$ cat src/dmwc_pkg.sv
package dmwc_pkg;

  localparam int ADDR_W       = 32;
  localparam int TAG_W        = 27;
  localparam int SEL_W        = 4;
  localparam int CMD_W        = 2;
  localparam int LC_W         = 4;
  localparam int LINE_INDEX_W = 10;
  localparam int CYCLES_W     = 8;
  localparam int CNT_W        = 32;
  localparam int NUM_CNT      = 10;
  localparam int QUEUE_DEPTH  = 2;

  localparam logic [LC_W-1:0] LC_RESET = 4'd10;

  localparam int FILL_LATENCY = 80;
  localparam logic [CYCLES_W-1:0] CYC_HIT   = 8'd1;
  localparam logic [CYCLES_W-1:0] CYC_CLEAN = 8'(1 + FILL_LATENCY);
  localparam logic [CYCLES_W-1:0] CYC_DIRTY = 8'(1 + 2 * FILL_LATENCY);

  typedef enum logic [CMD_W-1:0] {
    CMD_READ  = 2'd0,
    CMD_WRITE = 2'd1,
    CMD_STAT  = 2'd2,
    CMD_NONE  = 2'd3
  } cmd_e;

  localparam logic [1:0] OUT_HIT   = 2'd0;
  localparam logic [1:0] OUT_CLEAN = 2'd1;
  localparam logic [1:0] OUT_DIRTY = 2'd2;

  localparam logic [SEL_W-1:0] CNT_RD     = 4'd0;
  localparam logic [SEL_W-1:0] CNT_WR     = 4'd1;
  localparam logic [SEL_W-1:0] CNT_RMISS  = 4'd2;
  localparam logic [SEL_W-1:0] CNT_WMISS  = 4'd3;
  localparam logic [SEL_W-1:0] CNT_DRMISS = 4'd4;
  localparam logic [SEL_W-1:0] CNT_DWMISS = 4'd5;
  localparam logic [SEL_W-1:0] CNT_BRD    = 4'd6;
  localparam logic [SEL_W-1:0] CNT_BWR    = 4'd7;
  localparam logic [SEL_W-1:0] CNT_RTIME  = 4'd8;
  localparam logic [SEL_W-1:0] CNT_WTIME  = 4'd9;

  typedef struct packed {
    cmd_e                   cmd;
    logic [SEL_W-1:0]       sel;
    logic [TAG_W-1:0]       tag;
  } req_t;

endpackage

$ cat src/dmwc_front.sv
module dmwc_front import dmwc_pkg::*; #(
  parameter int MAX_LINES_LOG2 = 10,
  parameter int BLOCK_BYTES    = 16
) (
  input  logic                      clk_i,
  input  logic                      rst_ni,
  input  logic                      cfg_valid_i,
  output logic                      cfg_ready_o,
  input  logic [LC_W-1:0]           cfg_line_count_log2_i,
  input  logic                      in_valid_i,
  output logic                      in_ready_o,
  input  logic [CMD_W-1:0]          command_i,
  input  logic [ADDR_W-1:0]         mem_address_i,
  input  logic [SEL_W-1:0]          counter_select_i,
  input  logic                      q_full_i,
  input  logic                      clearing_i,
  output logic                      push_o,
  output req_t                      push_req_o,
  output logic [MAX_LINES_LOG2-1:0] push_idx_o
);

  localparam int OFF_W = $clog2(BLOCK_BYTES);

  logic [LC_W-1:0]   lc_q;
  logic [4:0]        lc_ext, ib;
  logic [5:0]        low;
  logic [ADDR_W-1:0] idx_full, idx_mask;

  always_ff @(posedge clk_i or negedge rst_ni) begin
    if (!rst_ni) begin
      lc_q <= LC_RESET;
    end else if (cfg_valid_i) begin
      lc_q <= cfg_line_count_log2_i;
    end
  end

  assign cfg_ready_o = 1'b1;

  always_comb begin
    lc_ext = {1'b0, lc_q};
    if (lc_ext < 5'd1) begin
      ib = 5'd1;
    end else if (lc_ext > 5'(MAX_LINES_LOG2)) begin
      ib = 5'(MAX_LINES_LOG2);
    end else begin
      ib = lc_ext;
    end
  end

  assign low      = 6'(OFF_W) + {1'b0, ib};
  assign idx_full = mem_address_i >> OFF_W;
  assign idx_mask = ~({ADDR_W{1'b1}} << ib);

  assign in_ready_o      = !q_full_i && !clearing_i;
  assign push_o          = in_valid_i && in_ready_o;
  assign push_req_o.cmd  = cmd_e'(command_i);
  assign push_req_o.sel  = counter_select_i;
  assign push_req_o.tag  = TAG_W'(mem_address_i >> low);
  assign push_idx_o      = MAX_LINES_LOG2'(idx_full & idx_mask);

endmodule

$ cat config.mk
export PLATFORM = sky130hd
export DESIGN_NAME = dmwc_front
export DESIGN_NICKNAME = d
export VERILOG_FILES = /design/src/dmwc_pkg.sv /design/src/dmwc_front.sv
export SDC_FILE = /design/constraint.sdc
export NUM_CORES = 1
export LEC_CHECK = 0
export CORE_AREA = 2 2 69 45
export CTS_CLUSTER_SIZE = 30
export DETAILED_ROUTE_END_ITERATION = 10
export DIE_AREA = 0 0 71 47
export DONT_BUFFER_PORTS = 1
export PLACE_DENSITY_LB_ADDON = 0.1
export SYNTH_ARGS = -nofsm -noshare
export SYNTH_HDL_FRONTEND = slang
export SYNTH_SLANG_ARGS = --single-unit
$ cat constraint.sdc
create_clock -name clk_i -period 4.04 [get_ports clk_i]
set_input_delay 0.404 -clock clk_i [delete_from_list [all_inputs] [get_ports clk_i]]
set_output_delay 0.404 -clock clk_i [all_outputs]
set_load 0.01 [all_outputs]
==> results.md <==
* Result of the run: completed
* Worst skew pair latency at 0.22 ns
* Main flop type after synthesis: sky130_fd_sc_hd__dfstp_2
* Sw Share at 0.507
* Die span in x at slightly above 70 um
* Peak Freq at 294 MHz
* Max Buffers Root-to-Sink at 2
* Final Hold Fails at 0
* Initial standard-cell utilization of the core at 0.579
* Final Setup Violations at 0
* Registers with the highest flip-flop counts: lc_q: 4 flops
* Count of H-tree levels built during CTS at 1
* Hold_buf cts at 1
* Headroom to the max-slew limit at 0.433
* WP data required at between 3 and 4 ns
* Max capacitance violation total at 0
* Clock root buffer: sky130_fd_sc_hd__clkbuf_8
* Boundary Pins at 94
* Post-synthesis cell area at 1580 um^2
* Overall routed net length at 4860 um
* Transition at the pin with the smallest max-transition slack at 0.849 ns
* Setup repair after global routing missed its margin: false
* Warnings, synthesis at 0
* Type of origin of the critical path: flip-flop
* Biggest area consumer among synthesized cells: sky130_fd_sc_hd__mux2i_1
* Sequential cell fraction of total power at 0.121
* Lkg Pwr at 0.000626 uW
* Number of distinct library cell variants in the gate-level netlist after synthesis at 43
* Setup crit start: lc_q[3]
* Combinational fraction of design power at 0.708
* Post-synth EDFFs at 0
* DRC Markers at 0
* Flip-flop count of the largest register, all copies and words added at 4
* Category of the worst setup path capture point: output pin
* Pin count of the biggest net entering global routing at 37
* Most heavily used metal layer in global routing: met2
* Violation count after the first detailed-route iteration at around 160
* Share of synthesized area occupied by flip-flops and latches at 0.0651
* Number of flip-flops and latches in the synthesized netlist at 4
* Cell type of the slowest stage on the worst timing path: sky130_fd_sc_hd__dfstp_2
* Synthesized netlist net count at 247
* Total Die Area at between 3000 and 4000 um^2
* Met1 GRT Util at 0.390
* Area after DPL at 1500 um^2
* Met2 track demand over resource in global routing at 0.421
* Register with the most flip-flops: lc_q
* Clock network fraction of total power at 0.171
* Share of the synthesized area in the top cell type at 0.152
* Startpoint of the worst register-to-register path: lc_q[3]
* Max stage delay on crit path at 0.91 ns
* Crit path arrival time at 3.00 ns
* Cts repair resizes at 0
* Core Area at between 2000 and 3000 um^2
* Wirelength per Cell at 22.8 um
* Shortest clock period the worst path allows after layout at 3.40 ns
* Setup TNS Final at 0 ns
* Antenna cell count at 0
* Vias after detailed routing at 1,655
* Capturing instance or port of the critical path: push_req_o[5]
* Clock buffers created by TritonCTS at 3
* Synthesis-to-finish area growth at -1.43%
* Final Cycle Share at 0.842
* Synthesized netlist cell count at 199
* Crit Path Category: reg -> out
* Remaining number of nets flagged by the antenna check after routing at 0
* Post-layout net count at between 200 and 250
* Reg2Reg Capture Point: lc_q[3]
* Clk sink count at 4
* Largest fanout on the critical path at 36
* Half-perimeter wire length after detailed placement at about 3600 um
* Synthesized area per cell at 7.92 um^2
* Global-route wire length before repair at 7220 um
* Setup Skew at 0 ns
* Fraction of layout cells with a size suffix above 1 at 0.134
* Final Wtd Congestion at 0.917
* Min-Delay Path Class: in -> async
* Final number of max-transition violations at 0
* Power per cell area at about 330 nW/um^2
* Register-to-register path setup slack at 2.42 ns
* Antenna violations before repair at 0
* Die Height at 47 um
* Router iterations before antenna repair at 5
* Vias in the first global route at 1,448
* Global router's overall resource usage at 0.280
* Via count normalized by instance count at 7.77
* Int Power at roughly 260 uW
* GR Util met3 at 0.0923
* Final cell area excluding filler cells at ~1600 um^2
* Ranking of synthesized cells by area: sky130_fd_sc_hd__mux2i_1 (15%), sky130_fd_sc_hd__a221o_1 (8.3%), sky130_fd_sc_hd__mux4_2 (5.7%)
* List of cells traversed by the critical path: nand2b_1 -> a21oi_2 -> mux4_2 -> and2_1 -> a221o_1
* Clock tree from TritonCTS: yes
* Clock-pin slew reported for the worst setup and hold paths after clock tree synthesis at 0.04 ns
* Peak supply drop at around 0.22 mV
* Count of input and output buffers at 0
* Global route overflow at 0
* Worst reg2reg path depth at 2
* Switching power summed over all nets at 263 uW
* Post-CTS Setup Repair Bufs at 0
* Site row count at 15
* Post-synth ARST share at 1.00
==> worst max-delay path: cells and delay by family, from the launching register on <==
kind,cells,cell delay [ns]
AOI/OAI and AO/OA,2,0.84
muxes,1,0.60
DFF,1,0.91
and+or+nand+nor,2,0.41
==> power groups by stage <==
stage | clock network, uW | registers (uW) | logic [uW]
after floorplan | 0 | 48.5 | 325
after global placement | 0 | 62.0 | 356
after detailed placement | 0 | 62.3 | 360
after CTS | 88.3 | 61.9 | 362
after global routing | 90.7 | 64.5 | 395
final | 88.7 | 62.6 | 368
==> cell usage after synthesis, drive strengths merged, types with 4 or more instances <==
library cell / n
a22oi: 5
mux4: 6
a221o: 13
mux2: 7
and3: 6
a221oi: 9
inv: 4
buf: 16
and2: 9
clkbuf: 11
o211ai: 6
nor2: 7
nand2b: 4
mux2i: 24
a211oi: 6
nand2: 11
a21boi: 4
a21oi: 16
nor2b: 4
==> placed cells by master, fill, tap and decap left out, drive strengths merged <==
cell         synthesis  final
mux2i               24     24
a21oi               16     16
a221o               13     13
nand2               11     11
a221oi               9      9
and2                 9      9
nor2                 7      7
mux2                 7      7
o211ai               6      6
and3                 6      6
a211oi               6      6
mux4                 6      6
a22oi                5      5
nand2b               4      4
nor2b                4      4
inv                  4      4
a21boi               4      4
nand3                3      3
nor3                 3      3
a211o                3      3
clkbuf              11      3
buf                 16      3
o21ai                3      3
or2                  3      3
a21o                 2      2
o22ai                2      2
o221ai               2      2
dfrtp                2      2
dfstp                2      2
a311oi               1      1
a22o                 1      1
o21bai               1      1
nand4b               1      1
o32ai                1      1
conb                 1      1
dlygate4sd3          0      1
==> per-layer routing <==
layer,share of wire,vias up
met5,0,-
met3,0.13,17
met4,0.021,0
li1,-,753
met1,0.42,759
met2,0.43,126
==> logic make-up (layout without fill, tap and decap cells) <==
| group | Yosys count | after routing | synth area share |
|---|---|---|---|
| buf+inv | 31 | 11 | 0.100 |
| compound gates | 75 | 75 | 0.369 |
| other cells | 1 | 1 | 0.00238 |
| flops | 4 | 4 | 0.0651 |
| simple gates | 51 | 51 | 0.171 |
| mux | 37 | 37 | 0.293 |
==> metrics by stage <==
| step | util | cells | hold WS, ns | total power (uW) | worst slack (ns) |
|---|---|---|---|---|---|
| after floorplan | - | 199 | 0.108 | 373 | 1.46 |
| after global placement | 0.552 | 209 | 0.108 | 418 | 0.964 |
| after detailed placement | 0.552 | 209 | 0.108 | 423 | 0.910 |
| after CTS | 0.571 | 213 | 0.0226 | 513 | 0.668 |
| after global routing | 0.571 | 213 | 0.0206 | 550 | 0.472 |
| final | 0.571 | 213 | 0.0222 | 519 | 0.638 |
==> cell type report <==
type	instances	area (um^2)
clock buffer	3	41.3
multi-input combinational	164	1320
inverter	4	15.0
fill	238	1170
timing repair buffer	4	32.5
sequential	4	103
tap	34	42.5
==> worst min-delay path by stage <==
stage               slack, ns  endpoint  depth (start not counted)
global route             0.02   lc_q[3]                          0
global placement         0.11   lc_q[0]                          0
floorplan                0.11   lc_q[0]                          0
CTS                      0.02   lc_q[3]                          0
detailed placement       0.11   lc_q[2]                          0
finish                   0.02   lc_q[3]                          0
Power figures use the tool's default switching activity.
