$ cat src/dmwc_pkg.sv
package dmwc_pkg;

  localparam int ADDR_W       = 32;
  localparam int TAG_W        = 27;
  localparam int SEL_W        = 4;
  localparam int CMD_W        = 2;
  localparam int LC_W         = 4;
  localparam int LINE_INDEX_W = 10;
  localparam int CYCLES_W     = 8;
  localparam int CNT_W        = 32;
  localparam int NUM_CNT      = 10;
  localparam int QUEUE_DEPTH  = 2;

  localparam logic [LC_W-1:0] LC_RESET = 4'd10;

  localparam int FILL_LATENCY = 80;
  localparam logic [CYCLES_W-1:0] CYC_HIT   = 8'd1;
  localparam logic [CYCLES_W-1:0] CYC_CLEAN = 8'(1 + FILL_LATENCY);
  localparam logic [CYCLES_W-1:0] CYC_DIRTY = 8'(1 + 2 * FILL_LATENCY);

  typedef enum logic [CMD_W-1:0] {
    CMD_READ  = 2'd0,
    CMD_WRITE = 2'd1,
    CMD_STAT  = 2'd2,
    CMD_NONE  = 2'd3
  } cmd_e;

  localparam logic [1:0] OUT_HIT   = 2'd0;
  localparam logic [1:0] OUT_CLEAN = 2'd1;
  localparam logic [1:0] OUT_DIRTY = 2'd2;

  localparam logic [SEL_W-1:0] CNT_RD     = 4'd0;
  localparam logic [SEL_W-1:0] CNT_WR     = 4'd1;
  localparam logic [SEL_W-1:0] CNT_RMISS  = 4'd2;
  localparam logic [SEL_W-1:0] CNT_WMISS  = 4'd3;
  localparam logic [SEL_W-1:0] CNT_DRMISS = 4'd4;
  localparam logic [SEL_W-1:0] CNT_DWMISS = 4'd5;
  localparam logic [SEL_W-1:0] CNT_BRD    = 4'd6;
  localparam logic [SEL_W-1:0] CNT_BWR    = 4'd7;
  localparam logic [SEL_W-1:0] CNT_RTIME  = 4'd8;
  localparam logic [SEL_W-1:0] CNT_WTIME  = 4'd9;

  typedef struct packed {
    cmd_e                   cmd;
    logic [SEL_W-1:0]       sel;
    logic [TAG_W-1:0]       tag;
  } req_t;

endpackage

$ cat src/dmwc_queue.sv
module dmwc_queue import dmwc_pkg::*; #(
  parameter int IW = 10
) (
  input  logic          clk_i,
  input  logic          rst_ni,
  input  logic          push_i,
  input  req_t          push_req_i,
  input  logic [IW-1:0] push_idx_i,
  output logic          full_o,
  input  logic          pop_i,
  output logic          empty_o,
  output req_t          head_req_o,
  output logic [IW-1:0] head_idx_o
);

  localparam int PTR_W = $clog2(QUEUE_DEPTH);
  localparam int CNT_QW = $clog2(QUEUE_DEPTH + 1);

  req_t              req_q [QUEUE_DEPTH];
  logic [IW-1:0]     idx_q [QUEUE_DEPTH];
  logic [PTR_W-1:0]  wr_ptr_q, rd_ptr_q;
  logic [CNT_QW-1:0] count_q;

  assign full_o     = (count_q == CNT_QW'(QUEUE_DEPTH));
  assign empty_o    = (count_q == '0);
  assign head_req_o = req_q[rd_ptr_q];
  assign head_idx_o = idx_q[rd_ptr_q];

  always_ff @(posedge clk_i or negedge rst_ni) begin
    if (!rst_ni) begin
      wr_ptr_q <= '0;
      rd_ptr_q <= '0;
      count_q  <= '0;
    end else begin
      if (push_i) begin
        wr_ptr_q <= wr_ptr_q + 1'b1;
      end
      if (pop_i) begin
        rd_ptr_q <= rd_ptr_q + 1'b1;
      end
      if (push_i && !pop_i) begin
        count_q <= count_q + 1'b1;
      end else if (pop_i && !push_i) begin
        count_q <= count_q - 1'b1;
      end
    end
  end

  always_ff @(posedge clk_i) begin
    if (push_i) begin
      req_q[wr_ptr_q] <= push_req_i;
      idx_q[wr_ptr_q] <= push_idx_i;
    end
  end

endmodule

$ cat config.mk
export PLATFORM = sky130hd
export DESIGN_NAME = dmwc_queue
export DESIGN_NICKNAME = d
export VERILOG_FILES = /design/src/dmwc_pkg.sv /design/src/dmwc_queue.sv
export SDC_FILE = /design/constraint.sdc
export NUM_CORES = 1
export LEC_CHECK = 0
export BUFFER_PORTS_ARGS = -buffer_cell sky130_fd_sc_hd__buf_4
export CAP_MARGIN = 20
export CELL_PAD_IN_SITES_DETAIL_PLACEMENT = 0
export CELL_PAD_IN_SITES_GLOBAL_PLACEMENT = 2
export CORE_ASPECT_RATIO = 1.5
export CORE_UTILIZATION = 35
export CTS_BUF_LIST = sky130_fd_sc_hd__clkbuf_4 sky130_fd_sc_hd__clkbuf_8
export CTS_CLUSTER_DIAMETER = 50
export DETAILED_ROUTE_END_ITERATION = 16
export PLACE_DENSITY = 0.8
export REMOVE_ABC_BUFFERS = 1
export SYNTH_ARGS = -nofsm -noshare
export SYNTH_HDL_FRONTEND = slang
export SYNTH_SLANG_ARGS = --single-unit
$ cat constraint.sdc
create_clock -name clk_i -period 4.14 [get_ports clk_i]
set_input_delay 0 -clock clk_i [delete_from_list [all_inputs] [get_ports clk_i]]
set_output_delay 0 -clock clk_i [all_outputs]
set_load 0.01 [all_outputs]
==> impl_metrics.json, run 1 <==
{
  "outcome": "completed",
  "fin_crit_ns": 2.19,
  "root_buffer": "clkbuf_8",
  "insertion_delay_ns": 0.34,
  "synth_area_sq_um": 3490,
  "required_ns": 4.14,
  "fmax_ghz": 0.456,
  "finalSetupTns_ns": 0,
  "slowest_stage": "dfrtp_2",
  "cts_tree": "built",
  "register_area_sq_um": 2680,
  "numCtsBuffers": 9,
  "grt_pass1_vias": 1909,
  "dr_wl_met2_mm": 3.22,
  "start_kind": "flop",
  "finalClockSkew_ns": 0.00566,
  "synth_top_area_share_pct": 74.0,
  "ioPinCount": 92,
  "tightest_slew_ns": 1.02,
  "endpoint_kind": "output port",
  "setup_viol": 0,
  "vias": 1801,
  "syn_area_per_cell_sq_um": 23.3,
  "cp_slowest_stage_delay_ns": 0.86,
  "ys_ff_latch": 90,
  "fin_crit_sh_pct": 52.9,
  "synth_edf_count": 86,
  "drive_above_1_share_pct": 50.7,
  "rows": 44,
  "drt_iter0_drc": 33,
  "core-area_sq_um": 9690,
  "top_layer": "met4",
  "criticalPathCategory": "flop to output port",
  "dieArea_sq_um": 10400,
  "wl_met3_um": 316,
  "drc": 0,
  "overflow": 0,
  "critPathTopFamily": "flip-flops",
  "wl_met1_mm": 2.14,
  "fill_cells": 841,
  "async_reset_ff_share_pct": 4.44,
  "synthCells": 150,
  "ant_nets": 0,
  "finalHoldViolations": 0,
  "gp_congestion": 0.687,
  "multi_input_area_sq_um": 722,
  "reg2reg_slack_ns": 2.46,
  "dr.pass1.iters": 4,
  "yosys-top-cells-count": "edfxtp_1, mux2_4",
  "cts.path.max_buffers": 2,
  "nets": 344,
  "grtUsageTotal_pct": 11.9,
  "die-width_um": 83.5,
  "synth_area_leaders": "edfxtp_1, mux2_4, dfrtp_1, buf_12, mux2_2",
  "cp_num_buf_inv": 2,
  "rsz0062_at_grt": "no",
  "wl_per_cell_um": 14.1,
  "cts_setup_buffers": 0,
  "max-slew-margin-rel_pct": 32.2,
  "portBuffers": 91,
  "start_util_pct": 36.0,
  "clk_pin_slew_ns": 0.08,
  "ys.warnings.count": 0,
  "antenna_found_initial": 2,
  "grt_max_degree": 44,
  "wl_mm": 5.87,
  "cts_max_level": 3,
  "areaGrowthSynthToFinish_pct": 41.3,
  "arrival_ns": 2.19,
  "leakage_nw": 1.99,
  "synth-seq-area-share_pct": 76.8,
  "irDropWorstVdd_mv": 0.420,
  "powerDensity_nw_per_um2": 593,
  "max_cap_violations": 0,
  "via_per_inst": 4.32,
  "final_util_pct": 50.9,
  "die_h_um": 124,
  "clock-sinks": 90,
  "yosysMostFrequentCell": "edfxtp_1",
  "grt_pass1_wl_mm": 9.04,
  "hp-class": "input port to flop",
  "synth_ff_type": "edfxtp_1",
  "yosys.cell_types.count": 13,
  "cp_common_cell": "buf_4",
  "crit_chain": "buf_4 -> mux2_4 -> buf_4",
  "crit_path_max_fanout": 25,
  "finalMaxSlewViolations": 0,
  "synth_top_area_cell": "edfxtp_1"
}
stage by stage:
step | setup WS [ns] | hold slack, ns | total power, W | cell area [sq um] | std cells
3_5_place_dp | 2.26 | -0.199 | 0.00233 | 4250 | 353
4_1_cts | 1.86 | 0.341 | 0.00298 | 4930 | 415
2_1_floorplan | 1.37 | -0.296 | 0.00192 | 3400 | 145
5_1_grt | 1.80 | 0.366 | 0.00306 | 4930 | 417
3_3_place_gp | 2.27 | -0.200 | 0.00231 | 4250 | 353
6_report | 1.95 | 0.374 | 0.00292 | 4930 | 417
registers in the layout (all words and copies together) (netlist names):
signal    cells
wr_ptr_q      1
rd_ptr_q      1
count_q       2
req_q        66
idx_q        20
worst paths after layout:
path / from / to / cells past startpoint
worst max-delay path: rd_ptr_q$_DFFE_PN0P_ / head_req_o[27] / 3
max in group asynchronous: rst_ni / rd_ptr_q$_DFFE_PN0P_ / 3
worst min-delay path: push_idx_i[7] / idx_q[1][7]$_DFFE_PP_ / 2
min in group asynchronous: rst_ni / wr_ptr_q$_DFFE_PN0P_ / 3
worst max register to register: wr_ptr_q$_DFFE_PN0P_ / req_q[1][2]$_DFFE_PP_ / 1
worst min register to register: count_q[1]$_DFFE_PN0P_ / count_q[1]$_DFFE_PN0P_ / 1
cells by family after synthesis:
family                     count (synthesis)  share of synthesized area [%]
xor gates and xnor gates                   5                           1.25
adders and majority gates                  1                          0.358
buffers and inverters                      6                           2.72
DFF                                       90                           76.8
muxes                                     43                           18.1
and+or+nand+nor                            5                          0.753
where the power goes:
| group | switching [W] | total (W) | internal, W |
|---|---|---|---|
| logic | 0.000391 | 0.000987 | 0.000596 |
| registers | 0.000116 | 0.00133 | 0.00121 |
| clock network | 0.000275 | 0.000609 | 0.000333 |
| total | 0.000782 | 0.00292 | 0.00214 |
timing repair:
| action | in CTS | in global routing |
|---|---|---|
| gates resized for setup | 0 | 0 |
| hold endpoints to repair | 93 | 0 |
| hold buffers | 47 | 0 |
final cells by class:
| class | instances | share of cell area (%) |
|---|---|---|
| Antenna cell | 2 | 0.101 |
| Clock inverter | 6 | 1.65 |
| Multi-Input combinational cell | 54 | 14.6 |
| Tap cell | 115 | 2.92 |
| Timing Repair Buffer | 140 | 23.7 |
| Clock buffer | 9 | 2.51 |
| Inverter | 1 | 0.0761 |
| Sequential cell | 90 | 54.4 |
routing by layer:
layer / GRT usage, % / up-vias
met4: 8.97 / 0
met1: 11.7 / 862
li1: - / 873
met2: 21.3 / 54
met5: 0 / -
met3: 2.72 / 12
cells in the final DEF, fill, tap and decap left out, drive strengths merged:
master,instances
clkbuf,9
ha,1
buf,93
and2,1
dlygate4sd3,47
diode,2
inv,2
nor2b,2
bufinv,2
edfxtp,86
mux2,43
dfrtp,4
xnor2,1
xor2,4
clkinv,3
nor2,2
No activity file was read; power rests on OpenSTA's default activity.
==> run 2: changes to the inputs <==
--- a/config.mk
+++ b/config.mk
@@ -5,6 +5,7 @@
 export SDC_FILE = /design/constraint.sdc
 export NUM_CORES = 1
 export LEC_CHECK = 0
+export ABC_AREA = 1
 export BUFFER_PORTS_ARGS = -buffer_cell sky130_fd_sc_hd__buf_4
 export CAP_MARGIN = 20
 export CELL_PAD_IN_SITES_DETAIL_PLACEMENT = 0
==> constraint.sdc (replaced) <==
create_clock -name clk_i -period 2.06 [get_ports clk_i]
set_input_delay 0 -clock clk_i [delete_from_list [all_inputs] [get_ports clk_i]]
set_output_delay 0 -clock clk_i [all_outputs]
set_load 0.01 [all_outputs]
==> run 2 against run 1 <==
Design area up 0.66%. Global-route usage up 0.55 points. Sequential power grew 91%. Critical endpoint is now head_req_o[32].
==> impl_metrics.json, run 2 <==
{
  "power_w": 0.00583,
  "yosys-top-cells-count": "edfxtp_1, mux2_4, inv_1, nand2_1",
  "largest_register": "req_q",
  "yosysMostFrequentCell": "edfxtp_1",
  "detailed_place_hpwl_mm": 4.06,
  "cp_slowest_stage_delay_ns": 0.40,
  "max-slew-margin-rel_pct": 69.9,
  "ioPinCount": 92,
  "dieArea_sq_um": 10400,
  "clock-sinks": 90,
  "wl_mm": 6.12,
  "numCtsBuffers": 9,
  "drive_above_1_share_pct": 50.2,
  "reg.largest.list": "req_q x66, idx_q x20, count_q x2",
  "cp_num_buf_inv": 2,
  "synth_ff_type": "edfxtp_1",
  "largest_register_ffs": 66,
  "drt_iter0_drc": 125,
  "final_common_cell": "buf_4",
  "cts_tree": "built",
  "tightest_slew_ns": 0.451,
  "synthCells": 159,
  "grt_max_degree": 29,
  "start_util_pct": 36.2,
  "synth_top_area_cell": "edfxtp_1",
  "fill_cells": 834,
  "synth_area_leaders": "edfxtp_1, mux2_4, dfrtp_1, buf_12, mux2_2",
  "synth_top_area_share_pct": 73.6,
  "wl_per_cell_um": 14.3,
  "crit_path_max_fanout": 25,
  "clk_pin_slew_ns": 0.08,
  "crit_chain": "buf_4 -> mux2_2 -> buf_4",
  "vias": 1866,
  "n_antenna_cell": 0,
  "synth_edf_count": 86,
  "endpoint_kind": "output port",
  "nets": 356,
  "areaGrowthSynthToFinish_pct": 41.4,
  "cts.path.max_buffers": 2,
  "antenna_found_initial": 0,
  "synth_area_sq_um": 3510,
  "grt_pass1_vias": 1980,
  "async_reset_ff_share_pct": 4.44,
  "critPathTopFamily": "buffers and inverters",
  "leakage_nw": 2.03,
  "irDropWorstVdd_mv": 0.456,
  "criticalPathCategory": "flop to output port",
  "cts_max_level": 3,
  "cp_common_cell": "buf_4",
  "die_h_um": 125,
  "gp_congestion": 0.677,
  "yosys.cell_types.count": 14,
  "hp-class": "input port to flop",
  "rows": 44,
  "root_buffer": "clkbuf_8",
  "synth-seq-area-share_pct": 76.4,
  "use_met3_pct": 3.64,
  "fmax_ghz": 0.607,
  "grtUsageTotal_pct": 12.4,
  "finalMaxSlewViolations": 0,
  "overflow": 0,
  "syn_area_per_cell_sq_um": 22.1,
  "use_met2_pct": 22.2,
  "drc": 0,
  "setup_viol": 0,
  "outcome": "completed",
  "max_cap_violations": 0,
  "finalClockSkew_ns": 0.00880,
  "busiest_layer": "met2",
  "die-width_um": 83.8,
  "powerDensity_nw_per_um2": 1170,
  "portBuffers": 91,
  "layout_common_cells": "buf_4, edfxtp_1, dlygate4sd3_1",
  "finalSetupTns_ns": 0,
  "insertion_delay_ns": 0.34,
  "ys.warnings.count": 0,
  "grtUsageMet1_pct": 13.1,
  "required_ns": 2.06,
  "fin_crit_ns": 1.65,
  "via_per_inst": 4.36,
  "dr.pass1.iters": 3,
  "finalHoldViolations": 0,
  "core-area_sq_um": 9690,
  "grt_pass1_wl_mm": 9.65,
  "ant_nets": 0,
  "cts_resized": 0,
  "rsz0062_at_grt": "no",
  "start_kind": "flop",
  "fin_crit_sh_pct": 79.9,
  "ys_ff_latch": 90,
  "slowest_stage": "mux2_2",
  "arrival_ns": 1.65
}
-- run 2: cell count changes after synthesis --
cell	before	now
and2_1	1	0
inv_1	1	7
nand2_1	0	5
nand3_1	0	1
nand4_1	0	1
nor2_1	2	3
nor2b_1	2	0
xor2_1	4	2
-- run 2: what timing repair did --
| action | in CTS | in global routing |
|---|---|---|
| hold buffers | 47 | 0 |
| hold endpoints to repair | 92 | 0 |
| setup buffers | 0 | 0 |
-- run 2: layer usage --
metal,routed length [um],vias up
li1,-,904
met3,309,11
met2,3380,53
met4,152,0
met5,0,-
met1,2280,898
-- run 2: path summary, 6_finish.rpt --
| path | startpoint | end | slack [ns] | cells past startpoint |
|---|---|---|---|---|
| worst max-delay path | rd_ptr_q$_DFFE_PN0P_ | head_req_o[32] | 0.41 | 3 |
| worst min-delay path | pop_i | rd_ptr_q$_DFFE_PN0P_ | 0.37 | 3 |
| worst max register to register | wr_ptr_q$_DFFE_PN0P_ | idx_q[1][6]$_DFFE_PP_ | 0.69 | 3 |
| worst min register to register | count_q[1]$_DFFE_PN0P_ | count_q[1]$_DFFE_PN0P_ | 0.50 | 2 |
| max in group asynchronous | rst_ni | rd_ptr_q$_DFFE_PN0P_ | 1.32 | 3 |
| min in group asynchronous | rst_ni | wr_ptr_q$_DFFE_PN0P_ | 0.55 | 3 |
-- run 2: cell type report --
type                       count  area, sq um  area share, %
timing repair buffer         143         1200           24.2
inverter                       7         26.3          0.529
clock buffer                  10          131           2.65
clock inverter                 6         57.6           1.16
sequential                    90         2680           54.1
tap                          115          144           2.90
multi-input combinational     57          718           14.5
-- run 2: per-stage QoR --
| step | setup WS (ns) | instances | cell area [sq um] | hold slack (ns) | utilization [%] |
|---|---|---|---|---|---|
| after floorplan | -0.604 | 154 | 3420 | -0.296 | - |
| after global placement | 0.703 | 365 | 4310 | -0.199 | 44.4 |
| after detailed placement | 0.675 | 365 | 4310 | -0.197 | 44.4 |
| after CTS | 0.363 | 428 | 4960 | 0.345 | 51.2 |
| after global routing | 0.318 | 428 | 4960 | 0.366 | 51.2 |
| final | 0.414 | 428 | 4960 | 0.370 | 51.2 |
-- run 2: logic make-up after synthesis --
group | count (synthesis) | synth area share (%)
XOR/XNOR | 3 | 0.749
adder cells (fa/ha/maj) | 1 | 0.356
AND/OR/NAND/NOR | 10 | 1.18
multiplexers | 43 | 18.0
flip-flops | 90 | 76.4
buffers and inverters | 12 | 3.35
-- run 2: tightest hold or removal path, delay by kind of cell --
| family | cells | cell delay, ns |
|---|---|---|
| buffers and inverters | 2 | 0.63 |
| XOR/XNOR | 1 | 0.05 |
-- run 2: where the power goes --
part | total, W | switching [W] | internal [W]
combinational | 0.00217 | 0.000942 | 0.00123
clock | 0.00112 | 0.000550 | 0.000565
sequential | 0.00254 | 0.000109 | 0.00243
==> run 3: changes to the inputs <==
--- a/config.mk
+++ b/config.mk
@@ -15,7 +15,7 @@
 export CTS_BUF_LIST = sky130_fd_sc_hd__clkbuf_4 sky130_fd_sc_hd__clkbuf_8
 export CTS_CLUSTER_DIAMETER = 50
 export DETAILED_ROUTE_END_ITERATION = 16
-export PLACE_DENSITY = 0.8
+export PLACE_DENSITY = 0.83
 export REMOVE_ABC_BUFFERS = 1
 export SYNTH_ARGS = -nofsm -noshare
 export SYNTH_HDL_FRONTEND = slang
==> constraint.sdc (replaced) <==
create_clock -name clk_i -period 1.5 [get_ports clk_i]
set_input_delay 0 -clock clk_i [delete_from_list [all_inputs] [get_ports clk_i]]
set_output_delay 0 -clock clk_i [all_outputs]
set_load 0.01 [all_outputs]
==> run 3 against run 2 <==
The run now ends with negative setup slack left. Core utilization is 2.8 points higher. Clock power is 50% higher. Combinational power is 65% higher. Critical path depth stayed put. Routed wire length is 1.3% higher. Register-to-register slack worse by 0.46 ns. Worst setup slack worse by 0.42 ns. Critical endpoint is now head_req_o[26]. Largest cell class unchanged.
==> impl_metrics.json, run 3 (synthesis gave the netlist of run 2 again) <==
{
  "outcome": "finished, violations left",
  "violations": "negative setup slack",
  "via_per_inst": 4.35,
  "drc": 0,
  "multi_input_area_sq_um": 726,
  "powerDensity_nw_per_um2": 1680,
  "nets": 359,
  "finalMaxSlewViolations": 0,
  "fin_crit_sh_pct": 100,
  "detailed_place_hpwl_mm": 4.03,
  "max_cap_violations": 0,
  "crit_path_max_fanout": 14,
  "fill_cells": 779,
  "largest_register_ffs": 66,
  "vias": 1872,
  "pre_cts_ws_ns": 0.241,
  "final_util_pct": 54.0,
  "ant_nets": 0,
  "areaGrowthSynthToFinish_pct": 49.1,
  "hp-class": "input port to flop",
  "dr.pass1.iters": 4,
  "root_buffer": "clkbuf_8",
  "cts_max_level": 3,
  "crit_start": "rd_ptr_q$_DFFE_PN0P_",
  "n_antenna_cell": 0,
  "setup_viol": 1,
  "wl_per_cell_um": 14.4,
  "reg.largest.list": "req_q x66, idx_q x20, count_q x2",
  "endpoint_kind": "output port",
  "reg2reg_slack_ns": 0.23,
  "wl_mm": 6.20,
  "antenna_found_initial": 0,
  "grt_pass1_vias": 1867,
  "ioPinCount": 92,
  "fin_ws_ns": -0.00363,
  "finalHoldViolations": 0,
  "clk_pin_slew_ns": 0.08,
  "rows": 44,
  "r2r-start": "wr_ptr_q$_DFFE_PN0P_",
  "grt_pass1_wl_mm": 8.99,
  "rr_worst_depth": 3,
  "cts_tree": "built",
  "layout_common_cells": "edfxtp_1, buf_4, dlygate4sd3_1",
  "cp-endpoint": "head_req_o[26]",
  "leakage_nw": 2.13,
  "final_common_cell": "edfxtp_1",
  "tightest_slew_ns": 0.253,
  "register_area_sq_um": 2680,
  "rsz0062_at_grt": "yes",
  "irDropWorstVdd_mv": 0.945,
  "criticalPathCategory": "flop to output port",
  "fin_crit_ns": 1.50,
  "clock-sinks": 90,
  "gp_congestion": 0.669,
  "portBuffers": 91,
  "arrival_ns": 1.50,
  "overflow": 0,
  "insertion_delay_ns": 0.34,
  "numCtsBuffers": 9,
  "drt_iter0_drc": 35,
  "max-slew-margin-rel_pct": 83.1,
  "grt_max_degree": 32,
  "grtUsageTotal_pct": 11.6,
  "die_h_um": 125,
  "drive_above_1_share_pct": 50.2,
  "die-width_um": 83.8,
  "fmax_ghz": 0.665,
  "cts.path.max_buffers": 2,
  "finalClockSkew_ns": 0.0122,
  "dieArea_sq_um": 10400,
  "largest_register": "req_q",
  "required_ns": 1.50,
  "start_kind": "flop",
  "core-area_sq_um": 9690,
  "reg2reg_to": "req_q[1][22]$_DFFE_PP_",
  "finalSetupTns_ns": -0.00363,
  "start_util_pct": 36.2
}
## run 3: cell types whose count changed in the layout (fill, tap and decap cells not counted), sizes merged
cell,delta
bufinv,+1
clkinv,-3
buf,+2
clkbuf,+2
## run 3: per-layer routing
metal	GRT usage (%)	part of all wire, %
met5	0	0
met4	6.58	2.6
met3	2.98	4.5
met2	20.5	54
met1	12.3	39
## run 3: power breakdown
part           total (W)  internal, W  leakage [nW]  switching [W]
Combinational    0.00359      0.00217          1.17        0.00143
Clock            0.00168     0.000956         0.105       0.000722
Sequential       0.00352      0.00334         0.853       0.000182
Total            0.00879      0.00646          2.13        0.00233
## run 3: cell type report
cell class                 count  share of cell area [%]
inverter                       7                   0.502
sequential                    90                    51.3
multi-input combinational     57                    13.9
clock buffer                  11                    2.65
clock inverter                 4                    1.29
timing repair buffer         146                    27.7
tap                          115                    2.75
## run 3: timing repair
| action | CTS | global route |
|---|---|---|
| hold buffers | 47 | 0 |
| setup buffers | 0 | 1 |
| endpoints found under the setup margin | 19 | 43 |
| hold endpoints to repair | 93 | 0 |
| gates cloned | 0 | 1 |
| gates resized for setup | 5 | 41 |
## run 3: critical path, cell delays in order, from the launching register on
cell and delay (ns):
dfrtp_2 0.46, buf_12 0.20, mux2_2 0.35, buf_4 0.14
## run 3: worst min-delay path by stage
stage                        startpoint  slack (ns)  cells after the start                endpoint
after floorplan                  rst_ni       -0.30                      0  count_q[0]$_DFFE_PN0P_
after global placement           rst_ni       -0.20                      1  count_q[0]$_DFFE_PN0P_
after detailed placement         rst_ni       -0.20                      1  count_q[1]$_DFFE_PN0P_
after CTS                         pop_i        0.34                      3    rd_ptr_q$_DFFE_PN0P_
after global routing      push_idx_i[8]        0.36                      2   idx_q[0][8]$_DFFE_PP_
final                             pop_i        0.36                      3    rd_ptr_q$_DFFE_PN0P_
## run 3: per-stage QoR
step	area [sq um]	total power [W]	hold slack, ns	cells
floorplan	3420	0.00531	-0.296	154
global placement	4350	0.00656	-0.199	366
detailed placement	4350	0.00659	-0.200	366
CTS	5050	0.00842	0.342	428
global route	5230	0.00918	0.365	430
finish	5230	0.00879	0.363	430
